## src/sv/imu_bcs_pkg.sv

```systemverilog
`default_nettype none

package imu_bcs_pkg;

   // Frame geometry: three accelerometer axes followed by three gyro axes.
   localparam int unsigned NUM_AXES       = 6;
   localparam int unsigned NUM_ACCEL_AXES = 3;

   localparam int unsigned SAMPLE_W = 16;
   localparam int unsigned OUT_W    = 32;
   localparam int unsigned SCALE_W  = 32;
   localparam int unsigned BAND_W   = 31;
   localparam int unsigned SUM_W    = 27;
   localparam int unsigned CSR_IDX_W  = 2;
   localparam int unsigned CSR_DATA_W = 32;

   // Magnitude of a calibration sum (at most 2^25 for up to 1024 samples),
   // and the width of the reciprocal used to divide it by the sample count.
   localparam int unsigned DIV_MAG_W = 26;
   localparam int unsigned DIV_MUL_W = 28;

   localparam int unsigned DEF_CALIB_SAMPLES = 100;
   localparam int unsigned DEF_FIFO_DEPTH    = 4;

   localparam logic [SCALE_W-1:0] SCALE_RST = 32'd1024;
   localparam logic [BAND_W-1:0]  BAND_RST  = 31'd0;

   typedef enum logic [1:0] {
      MODE_CONVERT = 2'd0,
      MODE_BEGIN   = 2'd1,
      MODE_SAMPLE  = 2'd2,
      MODE_LOAD    = 2'd3
   } mode_type;

   typedef enum logic [CSR_IDX_W-1:0] {
      CSR_ACCEL_SCALE     = 2'd0,
      CSR_GYRO_SCALE      = 2'd1,
      CSR_ACCEL_DEAD_BAND = 2'd2,
      CSR_GYRO_DEAD_BAND  = 2'd3
   } csr_index_type;

   // Per-cycle commands from the controller to every lane.
   typedef struct packed {
      logic clear;
      logic load;
      logic accum;
      logic div_mul;
      logic div_write;
   } lane_ctrl_type;

   // Item flags that travel down the pipeline alongside the lane data.
   typedef struct packed {
      logic valid;
      logic conv;
      logic done;
      logic calibrating;
   } flags_type;

   typedef struct packed {
      logic [NUM_AXES-1:0][OUT_W-1:0] axes;
      logic                           calib_done;
      logic                           calibrating;
   } result_type;

endpackage

`default_nettype wire

```

## src/sv/imu_bcs_merge.sv

```systemverilog
`default_nettype none

module imu_bcs_merge #(
   parameter int unsigned DEPTH = imu_bcs_pkg::DEF_FIFO_DEPTH
) (
   input  wire logic                    clock,
   input  wire logic                    reset,
   input  wire imu_bcs_pkg::flags_type  flags,
   input  wire logic [imu_bcs_pkg::NUM_AXES-1:0][imu_bcs_pkg::OUT_W-1:0] lane_res,
   input  wire logic                    pop,
   output imu_bcs_pkg::result_type      head,
   output logic                         head_valid
);

   localparam int unsigned PTR_W = $clog2(DEPTH);
   localparam int unsigned CNT_W = $clog2(DEPTH + 1);
   localparam logic [PTR_W-1:0] LAST_PTR = PTR_W'(DEPTH - 1);

   imu_bcs_pkg::result_type mem_ff [DEPTH];
   imu_bcs_pkg::result_type entry;
   logic [PTR_W-1:0]        wr_ptr_ff, rd_ptr_ff;
   logic [CNT_W-1:0]        count_ff;

   // Lanes only carry meaning on convert items; every other beat is zero.
   always_comb begin
      for (int i = 0; i < imu_bcs_pkg::NUM_AXES; i++) begin
         entry.axes[i] = flags.conv ? lane_res[i] : '0;
      end
      entry.calib_done  = flags.done;
      entry.calibrating = flags.calibrating;
   end

   always_ff @(posedge clock) begin
      if (flags.valid) begin
         mem_ff[wr_ptr_ff] <= entry;
      end
   end

   always_ff @(posedge clock) begin
      if (reset) begin
         wr_ptr_ff <= '0;
         rd_ptr_ff <= '0;
         count_ff  <= '0;
      end else begin
         if (flags.valid) begin
            wr_ptr_ff <= (wr_ptr_ff == LAST_PTR) ? '0 : wr_ptr_ff + 1'b1;
         end
         if (pop) begin
            rd_ptr_ff <= (rd_ptr_ff == LAST_PTR) ? '0 : rd_ptr_ff + 1'b1;
         end
         count_ff <= count_ff + CNT_W'(flags.valid) - CNT_W'(pop);
      end
   end

   assign head       = mem_ff[rd_ptr_ff];
   assign head_valid = (count_ff != '0);

endmodule

`default_nettype wire

```

## config.mk

```make
export PLATFORM = sky130hd
export DESIGN_NAME = imu_bcs_merge
export DESIGN_NICKNAME = d
export VERILOG_FILES = /design/src/sv/imu_bcs_pkg.sv /design/src/sv/imu_bcs_merge.sv
export SDC_FILE = /design/constraint.sdc
export NUM_CORES = 1
export LEC_CHECK = 0
export ABC_AREA = 1
export ABC_CLOCK_PERIOD_IN_PS = 14400
export BUFFER_PORTS_ARGS = -buffer_cell sky130_fd_sc_hd__buf_4
export CAP_MARGIN = 25
export CORE_MARGIN = 3
export CORE_UTILIZATION = 35
export CTS_BUF_LIST = sky130_fd_sc_hd__clkbuf_8
export DETAILED_ROUTE_END_ITERATION = 6
export MAX_ROUTING_LAYER = met4
export SLEW_MARGIN = 20
export SYNTH_ARGS = -nofsm -noshare
export SYNTH_HDL_FRONTEND = slang
export SYNTH_SLANG_ARGS = --single-unit
```

## constraint.sdc

```tcl
create_clock -name clock -period 14.4 [get_ports clock]
set_input_delay 2.88 -clock clock [delete_from_list [all_inputs] [get_ports clock]]
set_output_delay 2.88 -clock clock [all_outputs]
set_load 0.03 [all_outputs]
```

Word-level counts from Yosys, hierarchy flattened
Memory sizes are Yosys's and may differ from the RTL's. A register that Yosys moved wholly into a read port is not among the register bits.
Cells that the tools add are included.
{"block": "word_totals", "register_bits": 7, "latch_bits": 0, "ram_bits": 776, "rom_bits": 0, "out_inout_bits": 195, "memories": 1}
{"block": "op_classes", "n_addsub": 4, "multipliers": 0, "div_mod_pow": 0, "n_lt_le_gt_ge": 0, "eq_ne": 2, "shift": 0, "n_mux": 12, "n_bitwise": 0, "reduce_logical": 1}
{"memory": "mem_ff", "words": 4, "width": 194, "rd": 1, "rd_clocked_by_memory_dff": 1, "wr": 1, "line": "imu_bcs_merge.sv:19", "text": "imu_bcs_pkg::result_type mem_ff [DEPTH];"}
{"cell": "2-to-1 mux 32 bit", "n": 6}
{"cell": "2-to-1 mux 2 bit", "n": 4}
{"cell": "adder 2 x 1 -> 2 bit (second input constant)", "n": 2}
{"cell": "== test 2 bit (second input constant)", "n": 2}
{"cell": "adder 3 x 1 -> 3 bit", "n": 1}
{"cell": "nonzero test 3 bit", "n": 1}
{"cell": "subtractor 3 x 1 -> 3 bit", "n": 1}
{"cell": "2-to-1 mux 1 bit", "n": 2}

Depth between registers and ports, before layout
Gate-level depths: netlist of the first run.
{"block": "depth", "ltp_word": 4, "ltp_mapped": 9}

Worst setup path before layout of the first run
No wires, ideal clock.
{"block": "synth_timing", "path_type": "input to register", "start": "input port flags[3] in the netlist's numbering", "end": "memory mem_ff[3][0] in the netlist's numbering, enable pin", "arrival_time_ns": 6.643, "path_slack_ns": 7.211, "stages": 2, "n_path_buf": 0, "path_cell_list": "nand2_1 > inv_1"}
{"block": "synth_via", "elab_chain_len": 2}
{"element": "start, declared", "line": "imu_bcs_merge.sv:8", "text": "input wire imu_bcs_pkg::flags_type flags,"}
{"element": "2-to-1 mux 1 bit", "line": "imu_bcs_merge.sv:34", "text": "if (flags.valid) begin"}
{"element": "2-to-1 mux 1 bit (implied by the code)", "line": "imu_bcs_merge.sv:35", "text": "mem_ff[wr_ptr_ff] <= entry;"}
{"element": "end, declared", "line": "imu_bcs_merge.sv:19"}
Every way passes these cells.

==> flow_summary_export.csv, run 1 <==
group,metric,value,unit
logic_synthesis,synthArstFlopShare,0,
critical_path,start_kind,"register",
timing,finalMaxSlewViolations,0,
logic_synthesis,ys_seq_elements,785,
critical_path,crit_arrival,3790,ps
clocking,cts.clk_slew.worst_paths,60,ps
placed_design,place_area,0.0361,mm2
detailed_routing,routed_wl,68900,um
critical_path,crit_required,11520,ps
status,run_status,"finished clean",
timing,rsz0062_at_grt,"false",
floorplan,die_h,310,um
detailed_routing,drtAntennaViolNets,0,
placed_design,io_buffers,393,
logic_synthesis,ys_warn_count,0,
timing,min_period,6670,ps
floorplan,dieArea,0.0958,mm2
grt,grt_overflow_total,0,
detailed_routing,routedWlPerCell,15.7,um
placed_design,pre_cts_ws,8280,ps
finish,design_area,0.0384,mm2
timing,slew_headroom,0.288,
grt,top_usage_layer,"met2",
critical_path,critPathMaxFanout,75,
clocking,numCtsBuffers,132,
timing,fmax,0.150,GHz
logic_synthesis,synthCells,2726,
timing,finalSetupViolations,0,
grt,grt_max_degree,263,
power_and_ir_drop,p_leak,16.3,nW
clocking,insertion_delay,760,ps
grt,grt.total_usage,0.146,
finish,syn2layout_area_growth,19.1,%
logic_synthesis,synthFlopType,"edfxtp_1",
job,drv_cap,0,
timing,setup-tns-final,0,ps
worst_hold_path,hold_class,"register to register",
clocking,cts_resized,0,
logic_synthesis,yosysTopAreaCellShare,0.722,
critical_path,worstSetupPathType,"register to output port",
grt,grt_pass1_vias,19300,
floorplan,core_area,0.0907,mm2
logic_synthesis,synth_seq_area_share,0.728,
clocking,max-clock-path-buffers,3,
finish,drive_gt1_frac,0.179,
logic_synthesis,yosysTopAreaCell,"edfxtp_1",
grt,grt_use_met2,0.237,
timing,hold_violations,0,
clocking,cts_tree,"built",
clocking,htree_levels,4,
floorplan,start_util,0.356,
floorplan,die-width,310,um
timing,fin_ws,7730,ps
detailed_routing,drtIter0Drc,1144,
floorplan,io_pins,394,
logic_synthesis,synth_most_common_cell,"edfxtp_1",
detailed_routing,drc,0,
clocking,post_cts_buffers,0,
finish,nets,3329,
clocking,holdBufCountCts,0,
detailed_routing,vias_per_cell,4.51,
clocking,root_buffer,"clkbuf_8",
timing,worst_slew_pin_slew,1070,ps
timing,post-route-period-util,0.463,
logic_synthesis,synth_area,0.0323,mm2
logic_synthesis,synthTopCellsByCount,"776 x edfxtp_1, 595 x inv_1, 589 x nand2_1",
placed_design,hpwl,40100,um
detailed_routing,vias,19800,
logic_synthesis,synth_edf_count,776,
grt,grt_pass1_wl,105000,um
placed_design,place.gp.congestion,0.722,
power_and_ir_drop,power.density,132,mW/mm2
critical_path,endpoint_kind,"output port",
power_and_ir_drop,worst_ir_drop_vdd,0.0000806,V
detailed_routing,first_pass_iters,4,
logic_synthesis,synthesis.nets,2933,
grt,antenna_found_initial,6,
grt,grtUsageMet3,0.0427,
finish,final_util,0.424,
logic_synthesis,syn_avg_cell_area,11.8,um2
floorplan,fp-row-count,110,
timing,final.setup_skew,24.2,ps
logic_synthesis,ys_types,16,
logic_synthesis,synthTopCellsByArea,"edfxtp_1 72%, inv_1 6.9%, nand2_1 6.9%, o211ai_1 4.5%, a21oi_1 3.1%",
grt,grt_util_met1,0.173,
clocking,clock-sinks,785,
[worst max-delay path, cell delays in order (launching register included)]
cell and delay (ps):
dfxtp_4 800, buf_4 750, buf_4 740, o211ai_1 190
nand2_1 180, buf_4 180
[cells in the final DEF (no fill, tap or decap)]
cell type	synthesis	final
dfxtp_4	0	2
diode_2	0	5
buf_6	2	2
inv_1	595	624
ha_1	7	7
clkinv_1	0	26
inv_8	0	4
inv_6	0	5
clkinv_2	0	6
buf_4	5	407
buf_12	0	2
o21ai_0	197	197
nand2_1	589	589
clkinvlp_4	0	5
nor2_1	9	9
fa_1	1	1
clkinv_8	0	4
edfxtp_1	776	776
nand3_1	2	2
clkbuf_8	0	134
a21oi_1	197	197
dfxtp_1	9	7
buf_16	0	1
o211ai_1	194	194
[stage by stage]
step	instances	total power, mW	hold slack, ps
floorplan	2726	3.15	468
global placement	4163	3.41	487
detailed placement	4163	3.42	501
CTS	4376	5.16	504
global route	4382	5.31	516
finish	4382	5.06	494
[path summary, 6_finish.rpt]
path | start | to | slack, ps | depth (start not counted)
worst max-delay path | register | head[78] | 7730 | 5
worst min-delay path | rd_ptr_ff[0] | register | 490 | 2
worst max register to register | wr_ptr_ff[0] | mem_ff[2][98] | 11760 | 5
worst min register to register | rd_ptr_ff[0] | register | 490 | 2
[final cells by class]
| type | count | area, um2 |
|---|---|---|
| antenna | 5 | 12.5 |
| clock buffer | 134 | 1840 |
| clock inverter | 79 | 398 |
| fill | 8539 | 52300 |
| inverter | 595 | 2260 |
| multi-input combinational | 1196 | 5790 |
| sequential | 785 | 23500 |
| tap | 1176 | 1470 |
| timing repair buffer | 412 | 3150 |
[cells by family after synthesis]
family,after synthesis,synth area share
AND/OR/NAND/NOR,600,0.0699
flip-flops,785,0.728
buffers and inverters,745,0.0926
AO/OA/AOI/OAI,588,0.106
adder cells (fa/ha/maj),8,0.00334
[registers in the layout, summed over array words and instances, names as in the netlist, named ones only]
name,flops
count_ff,3
rd_ptr_ff,2
mem_ff,776
wr_ptr_ff,2
[report_power, final]
part,total [mW],switching [mW],internal [mW]
registers,2.65,0.0269,2.62
clock network,1.70,0.842,0.863
logic,0.708,0.484,0.224
total,5.06,1.35,3.71
[metal layers]
layer | wire length [um] | vias up
met1 | 29100 | 9307
met3 | 4780 | 108
met2 | 33400 | 469
met5 | 0 | -
li1 | - | 9896
met4 | 1580 | 0
(Power assumes the default switching activity.)
==> run 2: changes to the inputs <==
--- a/config.mk
+++ b/config.mk
@@ -6,7 +6,7 @@
 export NUM_CORES = 1
 export LEC_CHECK = 0
 export ABC_AREA = 1
-export ABC_CLOCK_PERIOD_IN_PS = 14400
+export ABC_CLOCK_PERIOD_IN_PS = 7000
 export BUFFER_PORTS_ARGS = -buffer_cell sky130_fd_sc_hd__buf_4
 export CAP_MARGIN = 25
 export CORE_MARGIN = 3
==> constraint.sdc (replaced) <==
create_clock -name clock -period 7 [get_ports clock]
set_input_delay 1.4 -clock clock [delete_from_list [all_inputs] [get_ports clock]]
set_output_delay 1.4 -clock clock [all_outputs]
set_load 0.03 [all_outputs]
==> flow_summary_export.csv, run 2 (synthesized netlist as in run 1, its figures left out) <==
group,metric,value,unit
critical_path,start_kind,"register",
detailed_routing,drtIter0Drc,1243,
critical_path,crit_required,5600,ps
finish,mostFrequentLayoutCells,"776 x edfxtp_1, 641 x inv_1, 589 x nand2_1",
grt,grt_max_degree,233,
clocking,clock-sinks,785,
timing,fin_ws,2400,ps
detailed_routing,vias_per_cell,4.56,
timing,finalSetupViolations,0,
power_and_ir_drop,worst_ir_drop_vdd,0.000163,V
placed_design,hpwl,39100,um
status,run_status,"finished clean",
clocking,cts_resized,0,
finish,largest_reg_flops,776,
timing,min_period,4600,ps
floorplan,die-width,310,um
floorplan,fp-row-count,110,
floorplan,start_util,0.356,
finish,drive_gt1_frac,0.179,
finish,nets,3332,
power_and_ir_drop,p_leak,16.5,nW
critical_path,critPathMaxFanout,232,
clocking,numCtsBuffers,134,
floorplan,die_h,310,um
detailed_routing,routedWlPerCell,15.7,um
clocking,insertion_delay,770,ps
clocking,htree_levels,4,
critical_path,endpoint_kind,"output port",
power_and_ir_drop,p_total,10.6,mW
detailed_routing,routed_wl,69200,um
timing,worst_slew_pin_slew,1090,ps
clocking,max-clock-path-buffers,3,
grt,grt_overflow_total,0,
critical_path,crit_arrival,3200,ps
power_and_ir_drop,power.density,274,mW/mm2
finish,reg_top3,"mem_ff (776), count_ff (3)",
floorplan,core_area,0.0907,mm2
detailed_routing,vias,20100,
timing,hold_violations,0,
clocking,root_buffer,"clkbuf_8",
clocking,post_cts_buffers,0,
floorplan,io_pins,394,
grt,grt_pass1_wl,106000,um
detailed_routing,drtAntennaViolNets,0,
detailed_routing,drc,0,
timing,fmax,0.218,GHz
timing,post-route-period-util,0.657,
timing,final.setup_skew,29.8,ps
timing,rsz0062_at_grt,"false",
finish,final_common_cell,"edfxtp_1",
timing,setup-tns-final,0,ps
worst_hold_path,hold_class,"register to register",
grt,grt_pass1_vias,19600,
placed_design,pre_cts_ws,3270,ps
timing,slew_headroom,0.272,
grt,grt.total_usage,0.148,
detailed_routing,first_pass_iters,5,
placed_design,place.gp.congestion,0.739,
clocking,cts.clk_slew.worst_paths,60,ps
finish,final_util,0.426,
timing,finalMaxSlewViolations,0,
clocking,holdBufCountCts,0,
grt,antenna_found_initial,5,
finish,top_register,"mem_ff",
finish,syn2layout_area_growth,19.7,%
job,drv_cap,0,
clocking,cts_tree,"built",
floorplan,dieArea,0.0958,mm2
placed_design,io_buffers,393,
critical_path,worstSetupPathType,"register to output port",
[run 2: changes by cell type in the layout (fill, tap and decap cells not counted)]
cell	change
bufinv_16	+1
inv_8	+4
clkinv_2	+2
buf_16	-1
clkbuf_8	+3
clkinv_1	-1
clkinvlp_4	-2
diode_2	+2
inv_1	+17
clkinv_8	-3
buf_12	+6
buf_6	-1
buf_4	-3
[run 2: metal layers]
| layer | up-vias | global-route usage | part of all wire | routed length (um) |
|---|---|---|---|---|
| met3 | 117 | 0.0455 | 0.075 | 5210 |
| met5 | - | - | 0 | 0 |
| met1 | 9518 | 0.171 | 0.42 | 28900 |
| li1 | 9923 | - | - | - |
| met2 | 515 | 0.242 | 0.48 | 33400 |
| met4 | 0 | 0.0536 | 0.024 | 1640 |
[run 2: power by group]
group	switching, mW	internal (mW)	total, mW
registers	0.0559	5.40	5.45
logic	0.999	0.467	1.47
clock network	1.79	1.86	3.65
[run 2: critical path, cell delays in order (launching register included)]
cell and delay (ps):
dfxtp_4 900, buf_12 610, a21oi_1 140, o21ai_0 120
nand2_1 140, buf_4 200
[run 2: final timing paths]
kind / startpoint / endpoint / slack [ps] / depth (start not counted)
worst min register to register: rd_ptr_ff[0] / register / 490 / 2
worst min-delay path: rd_ptr_ff[0] / register / 490 / 2
worst max-delay path: register / head[126] / 2400 / 5
worst max register to register: wr_ptr_ff[0] / mem_ff[0][103] / 4610 / 5
[run 2: metrics by stage]
stage	area (um2)	cells	hold WS, ps
after CTS	38600	4399	489
after global routing	38600	4406	546
after floorplan	32300	2726	468
after detailed placement	36200	4165	485
final	38600	4406	493
after global placement	36200	4165	493
[run 2: area by class of cell]
| class | count | area [um2] |
|---|---|---|
| timing repair buffer | 413 | 3200 |
| clock buffer | 137 | 1890 |
| antenna | 7 | 17.5 |
| tap | 1176 | 1470 |
| sequential | 785 | 23500 |
| clock inverter | 97 | 479 |
| multi-input combinational | 1196 | 5790 |
| inverter | 595 | 2260 |
| fill | 8458 | 52100 |
