--- config.mk ---
export PLATFORM = sky130hd
export DESIGN_NAME = imu_bcs_ctrl
export DESIGN_NICKNAME = d
export VERILOG_FILES = /design/src/sv/imu_bcs_pkg.sv /design/src/sv/imu_bcs_ctrl.sv
export SDC_FILE = /design/constraint.sdc
export NUM_CORES = 1
export LEC_CHECK = 0
export BUFFER_PORTS_ARGS = -buffer_cell sky130_fd_sc_hd__clkbuf_2
export CORE_MARGIN = 2
export CORE_UTILIZATION = 56
export CTS_BUF_LIST = sky130_fd_sc_hd__clkbuf_16
export DETAILED_ROUTE_END_ITERATION = 6
export GPL_TIMING_DRIVEN = 0
export HOLD_SLACK_MARGIN = 0.05
export PLACE_DENSITY_LB_ADDON = 0.1
export SLEW_MARGIN = 25
export SYNTH_ARGS = -nofsm -noshare
export SYNTH_HDL_FRONTEND = slang
export SYNTH_SLANG_ARGS = --single-unit
--- constraint.sdc ---
create_clock -name clock -period 6.6 [get_ports clock]
set_input_delay 1.65 -clock clock [delete_from_list [all_inputs] [get_ports clock]]
set_output_delay 1.65 -clock clock [all_outputs]
set_load 0.03 [all_outputs]
--- src/sv/imu_bcs_pkg.sv ---
`default_nettype none

package imu_bcs_pkg;

   // Frame geometry: three accelerometer axes followed by three gyro axes.
   localparam int unsigned NUM_AXES       = 6;
   localparam int unsigned NUM_ACCEL_AXES = 3;

   localparam int unsigned SAMPLE_W = 16;
   localparam int unsigned OUT_W    = 32;
   localparam int unsigned SCALE_W  = 32;
   localparam int unsigned BAND_W   = 31;
   localparam int unsigned SUM_W    = 27;
   localparam int unsigned CSR_IDX_W  = 2;
   localparam int unsigned CSR_DATA_W = 32;

   // Magnitude of a calibration sum (at most 2^25 for up to 1024 samples),
   // and the width of the reciprocal used to divide it by the sample count.
   localparam int unsigned DIV_MAG_W = 26;
   localparam int unsigned DIV_MUL_W = 28;

   localparam int unsigned DEF_CALIB_SAMPLES = 100;
   localparam int unsigned DEF_FIFO_DEPTH    = 4;

   localparam logic [SCALE_W-1:0] SCALE_RST = 32'd1024;
   localparam logic [BAND_W-1:0]  BAND_RST  = 31'd0;

   typedef enum logic [1:0] {
      MODE_CONVERT = 2'd0,
      MODE_BEGIN   = 2'd1,
      MODE_SAMPLE  = 2'd2,
      MODE_LOAD    = 2'd3
   } mode_type;

   typedef enum logic [CSR_IDX_W-1:0] {
      CSR_ACCEL_SCALE     = 2'd0,
      CSR_GYRO_SCALE      = 2'd1,
      CSR_ACCEL_DEAD_BAND = 2'd2,
      CSR_GYRO_DEAD_BAND  = 2'd3
   } csr_index_type;

   // Per-cycle commands from the controller to every lane.
   typedef struct packed {
      logic clear;
      logic load;
      logic accum;
      logic div_mul;
      logic div_write;
   } lane_ctrl_type;

   // Item flags that travel down the pipeline alongside the lane data.
   typedef struct packed {
      logic valid;
      logic conv;
      logic done;
      logic calibrating;
   } flags_type;

   typedef struct packed {
      logic [NUM_AXES-1:0][OUT_W-1:0] axes;
      logic                           calib_done;
      logic                           calibrating;
   } result_type;

endpackage

`default_nettype wire

--- src/sv/imu_bcs_ctrl.sv ---
`default_nettype none

module imu_bcs_ctrl #(
   parameter int unsigned CALIB_SAMPLES = imu_bcs_pkg::DEF_CALIB_SAMPLES,
   parameter int unsigned FIFO_DEPTH    = imu_bcs_pkg::DEF_FIFO_DEPTH
) (
   input  wire logic                       clock,
   input  wire logic                       reset,
   input  wire logic                       req_valid,
   input  wire imu_bcs_pkg::mode_type      req_mode,
   input  wire logic                       pop,
   output logic                            req_ready,
   output imu_bcs_pkg::lane_ctrl_type      lane_ctrl,
   output imu_bcs_pkg::flags_type          flags2
);

   localparam int unsigned CNT_W = $clog2(CALIB_SAMPLES + 1);
   localparam int unsigned INF_W = $clog2(FIFO_DEPTH + 1);
   localparam logic [CNT_W-1:0] LAST_SAMPLE = CNT_W'(CALIB_SAMPLES - 1);

   typedef enum logic [1:0] {
      ST_IDLE,
      ST_MUL,
      ST_WRITE
   } state_type;

   state_type              state_ff, state_in;
   logic [CNT_W-1:0]       cnt_ff, cnt_in;
   logic                   active_ff, active_in;
   logic [INF_W-1:0]       inflight_ff, inflight_in;
   imu_bcs_pkg::flags_type flags1_ff, flags1_in;
   imu_bcs_pkg::flags_type flags2_ff;
   logic                   accept;
   logic                   done;
   logic                   conv;

   assign req_ready = (state_ff == ST_IDLE) && (inflight_ff < INF_W'(FIFO_DEPTH));
   assign accept    = req_valid && req_ready;
   assign flags2    = flags2_ff;

   always_comb begin
      lane_ctrl           = '0;
      lane_ctrl.div_mul   = (state_ff == ST_MUL);
      lane_ctrl.div_write = (state_ff == ST_WRITE);
      cnt_in    = cnt_ff;
      active_in = active_ff;
      done      = 1'b0;
      conv      = 1'b0;

      unique case (state_ff)
         ST_IDLE:  state_in = ST_IDLE;
         ST_MUL:   state_in = ST_WRITE;
         ST_WRITE: state_in = ST_IDLE;
         default:  state_in = ST_IDLE;
      endcase

      if (accept) begin
         unique case (req_mode)
            imu_bcs_pkg::MODE_CONVERT: begin
               conv = 1'b1;
            end
            imu_bcs_pkg::MODE_BEGIN: begin
               lane_ctrl.clear = 1'b1;
               cnt_in    = '0;
               active_in = 1'b1;
            end
            imu_bcs_pkg::MODE_SAMPLE: begin
               // A sample with no calibration running is not accumulated.
               if (active_ff) begin
                  lane_ctrl.accum = 1'b1;
                  cnt_in = cnt_ff + 1'b1;
                  if (cnt_ff == LAST_SAMPLE) begin
                     active_in = 1'b0;
                     done      = 1'b1;
                     state_in  = ST_MUL;
                  end
               end
            end
            imu_bcs_pkg::MODE_LOAD: begin
               lane_ctrl.load = 1'b1;
               active_in      = 1'b0;
            end
            default: begin
               conv = 1'b0;
            end
         endcase
      end

      flags1_in.valid       = accept;
      flags1_in.conv        = conv;
      flags1_in.done        = done;
      flags1_in.calibrating = active_in;
      inflight_in = inflight_ff + INF_W'(accept) - INF_W'(pop);
   end

   always_ff @(posedge clock) begin
      if (reset) begin
         state_ff    <= ST_IDLE;
         cnt_ff      <= '0;
         active_ff   <= 1'b0;
         inflight_ff <= '0;
         flags1_ff   <= '0;
         flags2_ff   <= '0;
      end else begin
         state_ff    <= state_in;
         cnt_ff      <= cnt_in;
         active_ff   <= active_in;
         inflight_ff <= inflight_in;
         flags1_ff   <= flags1_in;
         flags2_ff   <= flags1_ff;
      end
   end

endmodule

`default_nettype wire

* Yosys cells after proc, flatten, opt, wreduce, memory -nomap -nowiden
Index checks and enable logic that the tools add are counted.
** Storage, ports and cells
- Register bits after elaboration :: 20
- Bits of input ports :: 6
- Output and inout port bits :: 10
- Logic and storage cells :: 53
** Operators by class
- Add/sub/neg operators :: 3
- Magnitude comparators :: 1
- Eq/ne operators :: 7
- Multiplexer cells :: 18
- Bitwise operators :: 3
- Reduce and logical (&&, ||, !) cells :: 10
** Operators with widths (count)
- 7-bit one-hot mux with 2 select lines :: 1
- 2-bit 2-to-1 mux :: 5
- 1-bit 2-to-1 mux :: 9
- 7-bit by 1-bit adder with 7-bit output (second input constant) :: 1
- 7-bit == test (second input constant) :: 1
- 7-bit 2-to-1 mux :: 1
- 2-bit == test (second input constant) :: 3
- 2-bit by 1-bit == test with 1-bit output (second input constant) :: 2
- 2-bit zero test :: 2
- 4-bit OR reduction :: 1
- 3-bit by 1-bit adder with 3-bit output :: 1
- 3-bit less-than comparator (second input constant) :: 1
- 3-bit 2-to-1 mux :: 1
- 1-bit inverter :: 3
- 1-bit one-hot mux with 3 select lines :: 1
- 3-bit AND reduction :: 1
- 3-bit nonzero test :: 1
- 3-bit by 1-bit subtractor with 3-bit output :: 1
- 1-bit logical AND :: 2
- 2-bit inequality test (second input constant) :: 1
- 2-bit AND reduction :: 1
- 2-bit nonzero test :: 1
- 2-bit OR reduction :: 1

* Longest topological paths before layout
Gate-level depths: netlist of the first run.
- Word-level depth :: 6
- Mapped depth :: 9
- Mapped depth without buffers :: 8

* Least setup slack after synthesis of the first run
OpenSTA, ideal clock, no wires.
- Kind :: input -> output
- Start point :: in req_valid
- End point :: out lane_ctrl[2] (netlist bit)
- Arrival time :: 2.671 ns
- Required time :: 4.950 ns
- Setup slack :: 2.279 ns
- Stages :: 3
- Buffers on the path :: 1
- Cells stage by stage :: or4b_4 > buf_6 > nor2_1
** RTL lines
- start, declared :: line imu_bcs_ctrl.sv:9 : input wire logic req_valid,
- end, declared :: line imu_bcs_ctrl.sv:13 : output imu_bcs_pkg::lane_ctrl_type lane_ctrl,

==> results of run 1 <==
sequential cells by signal, indices dropped and copies added, names as in the netlist:
name / count
inflight_ff: 3
flags2: 4
flags1_ff: 3
cnt_ff: 7
state_ff: 2
where the power goes:
group | leakage [nW] | internal, mW | total (mW) | switching, mW
sequential | 0.155 | 0.126 | 0.135 | 0.00906
clock | 0.0409 | 0.0811 | 0.122 | 0.0411
combinational | 0.240 | 0.0323 | 0.0690 | 0.0368
total | 0.436 | 0.239 | 0.326 | 0.0870
logic make-up after synthesis:
group / count (synthesis) / share of synthesized area, %
simple gates: 42 / 30.9
flops: 19 / 43.7
compound gates: 10 / 9.79
xor+xnor: 7 / 7.05
buf+inv: 3 / 2.16
fa+ha+maj: 3 / 5.18
mux: 1 / 1.15
metal layers:
layer	share of wire (%)	track usage, %	wire length, um
met1	45	23.4	661
met2	48	26.9	699
met3	4.7	3.75	69
met4	1.9	7.27	27
met5	0	0	0
final cells by class:
class / count / area (sq um) / share of cell area [%]
multi-input cells: 63 / 470 / 45.0
flip-flops and latches: 19 / 380 / 36.4
clock buffers: 3 / 75.1 / 7.19
repair buffers: 15 / 75.1 / 7.19
well taps: 16 / 20.0 / 1.92
plain buffers: 2 / 15.0 / 1.44
clock inverters: 1 / 5.00 / 0.479
inverters: 1 / 3.75 / 0.359
through the flow:
| step | total power, mW | utilization (%) | instances |
|---|---|---|---|
| 4_1_cts | 0.330 | 70.2 | 120 |
| 3_5_place_dp | 0.207 | 64.8 | 116 |
| 2_1_floorplan | 0.191 | - | 85 |
| 5_1_grt | 0.341 | 70.2 | 120 |
| 6_report | 0.326 | 70.2 | 120 |
| 3_3_place_gp | 0.205 | 64.8 | 116 |
Yosys cell counts (2+ instances only):
library cell   n
nor4_1         2
ha_1           2
nor3_1         2
nand2b_1       2
nor2_1        11
a21oi_1        2
a211oi_2       2
xnor2_1        4
nand3_1        3
dfxtp_1       19
xor2_1         3
and3b_1        2
nor2b_1       10
worst paths after layout:
kind                               endpoint  slack (ps)                 startpoint
hold / removal         flags2[3]$_SDFF_PP0_         430    flags1_ff[3]$_SDFF_PP0_
setup reg to reg  inflight_ff[2]$_SDFF_PP0_        4340  inflight_ff[2]$_SDFF_PP0_
setup / recovery               lane_ctrl[2]        2270                  req_valid
hold reg to reg        flags2[3]$_SDFF_PP0_         430    flags1_ff[3]$_SDFF_PP0_
==> impl_results.md, run 1 <==
- Status: complete, no violations
- Required time of the critical path: 4950 ps
- Commonest cells after routing, fill and taps aside: dfxtp_1, clkbuf_2, nor2_1
- Yosys synthesis warning count: 0
- Kind of critical path: primary input to primary output
- Synth cell types: 34
- Gr usage total: 17.3%
- Fin nets: 114
- Critical path data arrival time: 2680 ps
- Slew Limit Fails: 0
- HP Class: flip-flop to flip-flop
- Synth area leader: dfxtp_1
- R2r worst-path depth: 9
- Final hold slack: 433 ps
- Minimum clock period: 4330 ps
- Num rows: 14
- Mean Syn Cell Area: 10.2 sq um
- Largest net degree at the start of global routing: 12
- Ys flop type: dfxtp_1
- # IOs: 16
- Dpl cell area: 965 sq um
- P&R area growth vs syn: 20.1%
- CP bufs+invs: 3
- Die Wd: 43.4 um
- Most common cell after layout, fill and taps aside: dfxtp_1
- P_leak: 0.436 nW
- Port Buffer Count: 15
- Setup Fix Bufs, Post-CTS: 0
- Global route overflow: 0
- CP peak stage delay: 470 ps
- Fill count: 122
- Ant diodes: 0
- Setup WS pre-CTS: 2270 ps
- Largest delay share family, worst path: simple AND/OR/NAND/NOR gates
- Core Area: 1490 sq um
- Clk Latency, worst-skew pair: 250 ps
- Synth area leaders: dfxtp_1, nor2b_1, nor2_1
- Sequential area share after synthesis: 43.7%
- DR pass1 iterations: 4
- Total clock sinks: 19
- Worst Skew: 0.751 ps
- Initial DRC count: 7
- Clk root buf: clkbuf_16
- Final setup TNS: 0 ps
- Vias in the first global route: 562
- Setup crit end kind: primary output
- Hold Path Cell Cnt: 1
- Starting density of the core: 58.4%
- Final worst slack: 2270 ps
- CTS resizes: 0
- Post-Route WL: 1460 um
- # H-tree levels: 1
- Cell Area, Synth: 870 sq um
- Max rail drop VDD: 169 uV
- Final Hold Viols: 0
- Fin area: 1040 sq um
- Initial antenna violation count: 0
- Final GP Congestion: 0.807
- Synth Instances: 85
- Share of cells above drive strength 1: 27.9%
- Vias/cell: 5.56
- Final setup fails: 0
- Critical path startpoint category: primary input
- WL/cell: 12.2 um
- Max Root-Sink Buffers: 2
- Power Density: 312 nW/um^2
- Slowest CP cell: or4b_4
- Final ANT Viol Nets: 0
- Post-route DRC violation count: 0
- Period utilisation layout: 65.6%
- RSZ-0062 raised after global routing: false
- Synth top area share: 43.7%
- WP depth: 5
- Die Span Y: 43.4 um
- Post-synth EDFFs: 0
- Fmax achieved: 231 MHz
- Max Fanout on Critical Path: 10
- Via count: 667
- Inserted Clock Buffers: 3
- CTS tree: yes
- DIE AREA: 1880 sq um
- Most common cell on crit path: clkbuf_2
- Ys async rst share: 0%
- CTS Hold Bufs: 0
- First-pass GRT wire length: 2420 um
- Syn nets: 94
- Relative slew margins: 70.1%
- Yosys reg bits: 19
- Worst-margin pin slew: 448 ps
- DP HPWL: 1070 um
- Cells along the critical path: clkbuf_2 > or4b_4 > buf_6 > nor2_1 > clkbuf_2
- Clk slew on worst S/H paths: 50 ps
- Max-cap violations: 0
No activity file was read; power rests on OpenSTA's default activity.
==> run 2: changes to the inputs <==
--- a/config.mk
+++ b/config.mk
@@ -7,7 +7,7 @@
 export LEC_CHECK = 0
 export BUFFER_PORTS_ARGS = -buffer_cell sky130_fd_sc_hd__clkbuf_2
 export CORE_MARGIN = 2
-export CORE_UTILIZATION = 56
+export CORE_UTILIZATION = 52
 export CTS_BUF_LIST = sky130_fd_sc_hd__clkbuf_16
 export DETAILED_ROUTE_END_ITERATION = 6
 export GPL_TIMING_DRIVEN = 0
==> constraint.sdc (replaced) <==
create_clock -name clock -period 4 [get_ports clock]
set_input_delay 1 -clock clock [delete_from_list [all_inputs] [get_ports clock]]
set_output_delay 1 -clock clock [all_outputs]
set_load 0.03 [all_outputs]
==> impl_results.md, run 2 (same netlist as run 1, synthesis figures left out) <==
- Worst-margin pin slew: 426 ps
- Final GP Congestion: 0.798
- Final ANT Viol Nets: 0
- CP peak stage delay: 460 ps
- Total clock sinks: 19
- Reg power frac: 41.1%
- HP Class: flip-flop to flip-flop
- Max Root-Sink Buffers: 2
- Status: complete, no violations
- Max rail drop VDD: 509 uV
- Biggest register: cnt_ff
- Global route overflow: 0
- Gr usage total: 19.2%
- Slowest CP cell: or4b_4
- Share of cells above drive strength 1: 27.9%
- # H-tree levels: 1
- DR pass1 iterations: 4
- Clk Latency, worst-skew pair: 250 ps
- Most common cell on crit path: clkbuf_2
- Largest delay share family, worst path: simple AND/OR/NAND/NOR gates
- Worst Skew: 2.07 ps
- Inserted Clock Buffers: 3
- DP HPWL: 1080 um
- Vias in the first global route: 595
- Fin nets: 114
- Most common cell after layout, fill and taps aside: dfxtp_1
- DIE AREA: 2020 sq um
- Die Wd: 44.9 um
- Minimum clock period: 3030 ps
- Largest register FFs: 7
- Period utilisation layout: 75.8%
- Post-route DRC violation count: 0
- Power Internal: 394 uW
- P_leak: 0.436 nW
- Post-Route WL: 1590 um
- Vias/cell: 5.52
- WL/cell: 13.3 um
- Max Fanout on Critical Path: 10
- Comb pwr share: 21.3%
- Core Area: 1540 sq um
- Initial antenna violation count: 0
- Critical path startpoint category: primary input
- CP bufs+invs: 3
- CTS resizes: 0
- Clk slew on worst S/H paths: 50 ps
- Ant diodes: 0
- Clk root buf: clkbuf_16
- Setup Fix Bufs, Post-CTS: 0
- Die Span Y: 44.9 um
- Starting density of the core: 56.4%
- Via count: 662
- CTS tree: yes
- Clock share of power: 37.6%
- Setup WS pre-CTS: 961 ps
- CTS Hold Bufs: 0
- # IOs: 16
- Slew Limit Fails: 0
- P&R area growth vs syn: 20.1%
- Sw power: 147 uW
- Commonest cells after routing, fill and taps aside: dfxtp_1, clkbuf_2, nor2_1
- Kind of critical path: primary input to primary output
- Relative slew margins: 71.6%
- Initial DRC count: 14
- Final setup fails: 0
- Final Hold Viols: 0
- Setup crit end kind: primary output
- Critical path data arrival time: 2030 ps
- Power Density: 518 nW/um^2
- Final setup TNS: 0 ps
- Required time of the critical path: 3000 ps
- Num rows: 14
- Sw frac: 27.1%
- Max-cap violations: 0
- Final worst slack: 967 ps
- RSZ-0062 raised after global routing: false
- Largest net degree at the start of global routing: 12
- First-pass GRT wire length: 2660 um
- Port Buffer Count: 15
- Cells along the critical path: clkbuf_2 > or4b_4 > buf_6 > nor2_1 > clkbuf_2
- Fmax achieved: 330 MHz
[run 2: cell counts in the layout (fill, tap and decap cells not counted)]
Identical to the previous run, type by type.
[run 2: worst paths after layout]
check | startpoint | end | slack, ps | cells past startpoint
setup / recovery | req_valid | lane_ctrl[2] | 970 | 5
setup reg to reg | state_ff[0]$_SDFF_PP0_ | inflight_ff[2]$_SDFF_PP0_ | 1690 | 9
hold / removal | flags1_ff[2]$_SDFF_PP0_ | flags2[2]$_SDFF_PP0_ | 440 | 1
hold reg to reg | flags1_ff[2]$_SDFF_PP0_ | flags2[2]$_SDFF_PP0_ | 440 | 1
[run 2: per-stage QoR]
stage,cells,instance area [sq um],hold slack [ps],util (%),total power [mW]
2_1_floorplan,85,870,414,-,0.316
3_3_place_gp,116,965,417,62.6,0.338
3_5_place_dp,116,965,426,62.6,0.342
4_1_cts,120,1040,439,67.8,0.548
5_1_grt,120,1040,466,67.8,0.570
6_report,120,1040,437,67.8,0.541
[run 2: routing by layer]
metal / vias to the layer above / global-route usage, % / wire length (um)
li1: 340 / - / -
met1: 300 / 24.3 / 705
met2: 18 / 28.1 / 745
met3: 4 / 7.20 / 103
met4: 0 / 10.6 / 38
met5: - / 0 / 0
[run 2: cell type report]
cell class                 count  area [sq um]
fill                         127           497
multi-input combinational     63           470
sequential                    19           380
clock buffer                   3          75.1
timing repair buffer          15          75.1
tap                           16          20.0
buffer                         2          15.0
clock inverter                 1          5.00
inverter                       1          3.75
[run 2: power by group through the flow]
stage / sequential [mW] / clock [mW] / combinational, mW
final: 0.222 / 0.204 / 0.115
after global routing: 0.226 / 0.216 / 0.127
after CTS: 0.222 / 0.209 / 0.117
after detailed placement: 0.226 / 0 / 0.116
after global placement: 0.225 / 0 / 0.113
after floorplan: 0.228 / 0 / 0.0879
==> run 3: changes to the inputs <==
--- a/config.mk
+++ b/config.mk
@@ -7,7 +7,7 @@
 export LEC_CHECK = 0
 export BUFFER_PORTS_ARGS = -buffer_cell sky130_fd_sc_hd__clkbuf_2
 export CORE_MARGIN = 2
-export CORE_UTILIZATION = 52
+export CORE_UTILIZATION = 47
 export CTS_BUF_LIST = sky130_fd_sc_hd__clkbuf_16
 export DETAILED_ROUTE_END_ITERATION = 6
 export GPL_TIMING_DRIVEN = 0
==> constraint.sdc (replaced) <==
create_clock -name clock -period 2.7 [get_ports clock]
set_input_delay 0.675 -clock clock [delete_from_list [all_inputs] [get_ports clock]]
set_output_delay 0.675 -clock clock [all_outputs]
set_load 0.03 [all_outputs]
==> impl_results.md, run 3 (same netlist as run 1, synthesis figures left out) <==
- DP HPWL: 1190 um
- Setup Fix Bufs, Post-CTS: 0
- DR pass1 iterations: 4
- Final ANT Viol Nets: 0
- HP Class: flip-flop to flip-flop
- WL/cell: 12.6 um
- Via count: 686
- Power Internal: 585 uW
- Largest net degree at the start of global routing: 12
- Fin nets: 114
- Sw frac: 27.0%
- Period utilisation layout: 88.5%
- Final GP Congestion: 0.808
- Relative slew margins: 73.5%
- Port Buffer Count: 15
- Vias/cell: 5.32
- Initial antenna violation count: 0
- Clk slew on worst S/H paths: 50 ps
- Die Span Y: 47.0 um
- Largest register FFs: 7
- Status: complete, no violations
- Total clock sinks: 19
- Post-route DRC violation count: 0
- Clk root buf: clkbuf_16
- Biggest register: cnt_ff
- Ant diodes: 0
- Worst Skew: 2.69 ps
- Dpl cell area: 976 sq um
- Commonest cells after routing, fill and taps aside: dfxtp_1, clkbuf_2, nor2_1
- Max Fanout on Critical Path: 10
- Max rail drop VDD: 457 uV
- Initial DRC count: 13
- Kind of critical path: primary input to primary output
- Most common cell after layout, fill and taps aside: dfxtp_1
- Slew Limit Fails: 0
- Share of cells above drive strength 1: 27.9%
- P&R area growth vs syn: 21.4%
- Worst-margin pin slew: 397 ps
- Post-Route WL: 1630 um
- Inserted Clock Buffers: 3
- Final Hold Viols: 0
- First-pass GRT wire length: 2620 um
- Critical path startpoint category: primary input
- Setup crit end kind: primary output
- RSZ-0062 raised after global routing: false
- Final setup fails: 0
- Die Wd: 47.0 um
- Global route overflow: 0
- Gr usage total: 16.9%
- CTS resizes: 0
- CTS tree: yes
- Max-cap violations: 0
- Final setup TNS: 0 ps
- Comb pwr share: 21.8%
- Minimum clock period: 2390 ps
- Required time of the critical path: 2030 ps
- Vias in the first global route: 594
- Num rows: 15
- Core Area: 1730 sq um
- P_leak: 0.436 nW
- Critical path data arrival time: 1710 ps
- DIE AREA: 2210 sq um
- # H-tree levels: 1
- Clk Latency, worst-skew pair: 250 ps
- Sw power: 217 uW
- Reg power frac: 41.4%
- CTS Hold Bufs: 0
- Power Density: 759 nW/um^2
- Fmax achieved: 419 MHz
- Starting density of the core: 50.4%
- Clock share of power: 36.8%
- # IOs: 16
- Max Root-Sink Buffers: 2
- Fin area: 1060 sq um
==> run 3: cell counts in the layout (fill, tap and decap cells not counted) <==
No cell type changed its count.
==> run 3: final timing paths <==
kind,start,endpoint,slack [ps],cells after the start
setup reg to reg,inflight_ff[2]$_SDFF_PP0_,inflight_ff[2]$_SDFF_PP0_,390,9
hold / removal,flags1_ff[3]$_SDFF_PP0_,flags2[3]$_SDFF_PP0_,430,1
hold reg to reg,flags1_ff[3]$_SDFF_PP0_,flags2[3]$_SDFF_PP0_,430,1
setup / recovery,req_valid,lane_ctrl[2],310,5
==> run 3: power by group through the flow <==
stage	registers (mW)	clock network (mW)	logic (mW)
global placement	0.334	0	0.167
CTS	0.332	0.299	0.179
floorplan	0.338	0	0.130
detailed placement	0.338	0	0.176
global route	0.335	0.311	0.196
finish	0.332	0.295	0.175
==> run 3: layer usage <==
layer  GRT usage (%)  vias up  wire length (um)
met1            21.1      321               684
met3            3.85        4                91
li1                -      337                 -
met2            28.2       24               824
met4            6.67        0                26
met5               0        -                 0
==> run 3: final cells by class <==
class | count | area [sq um]
plain buffers | 2 | 15.0
clock buffers | 3 | 75.1
clock inverters | 1 | 5.00
fillers | 174 | 671
inverters | 1 | 3.75
multi-input cells | 63 | 470
flip-flops and latches | 19 | 380
well taps | 25 | 31.3
repair buffers | 15 | 75.1
==> run 3: worst max-delay path: stages <==
cell      delay [ps]
clkbuf_2          90
or4b_4           470
buf_6            160
nor2_1           100
clkbuf_2         220
==> run 3: per-stage QoR <==
stage | instances | worst slack (ps) | utilization, % | total power, mW | hold slack [ps]
floorplan | 85 | 290 | - | 0.468 | 414
global placement | 125 | 124 | 56.5 | 0.501 | 419
detailed placement | 125 | 71.2 | 56.5 | 0.514 | 426
CTS | 129 | 307 | 61.2 | 0.810 | 439
global route | 129 | 224 | 61.2 | 0.841 | 450
finish | 129 | 311 | 61.2 | 0.802 | 434
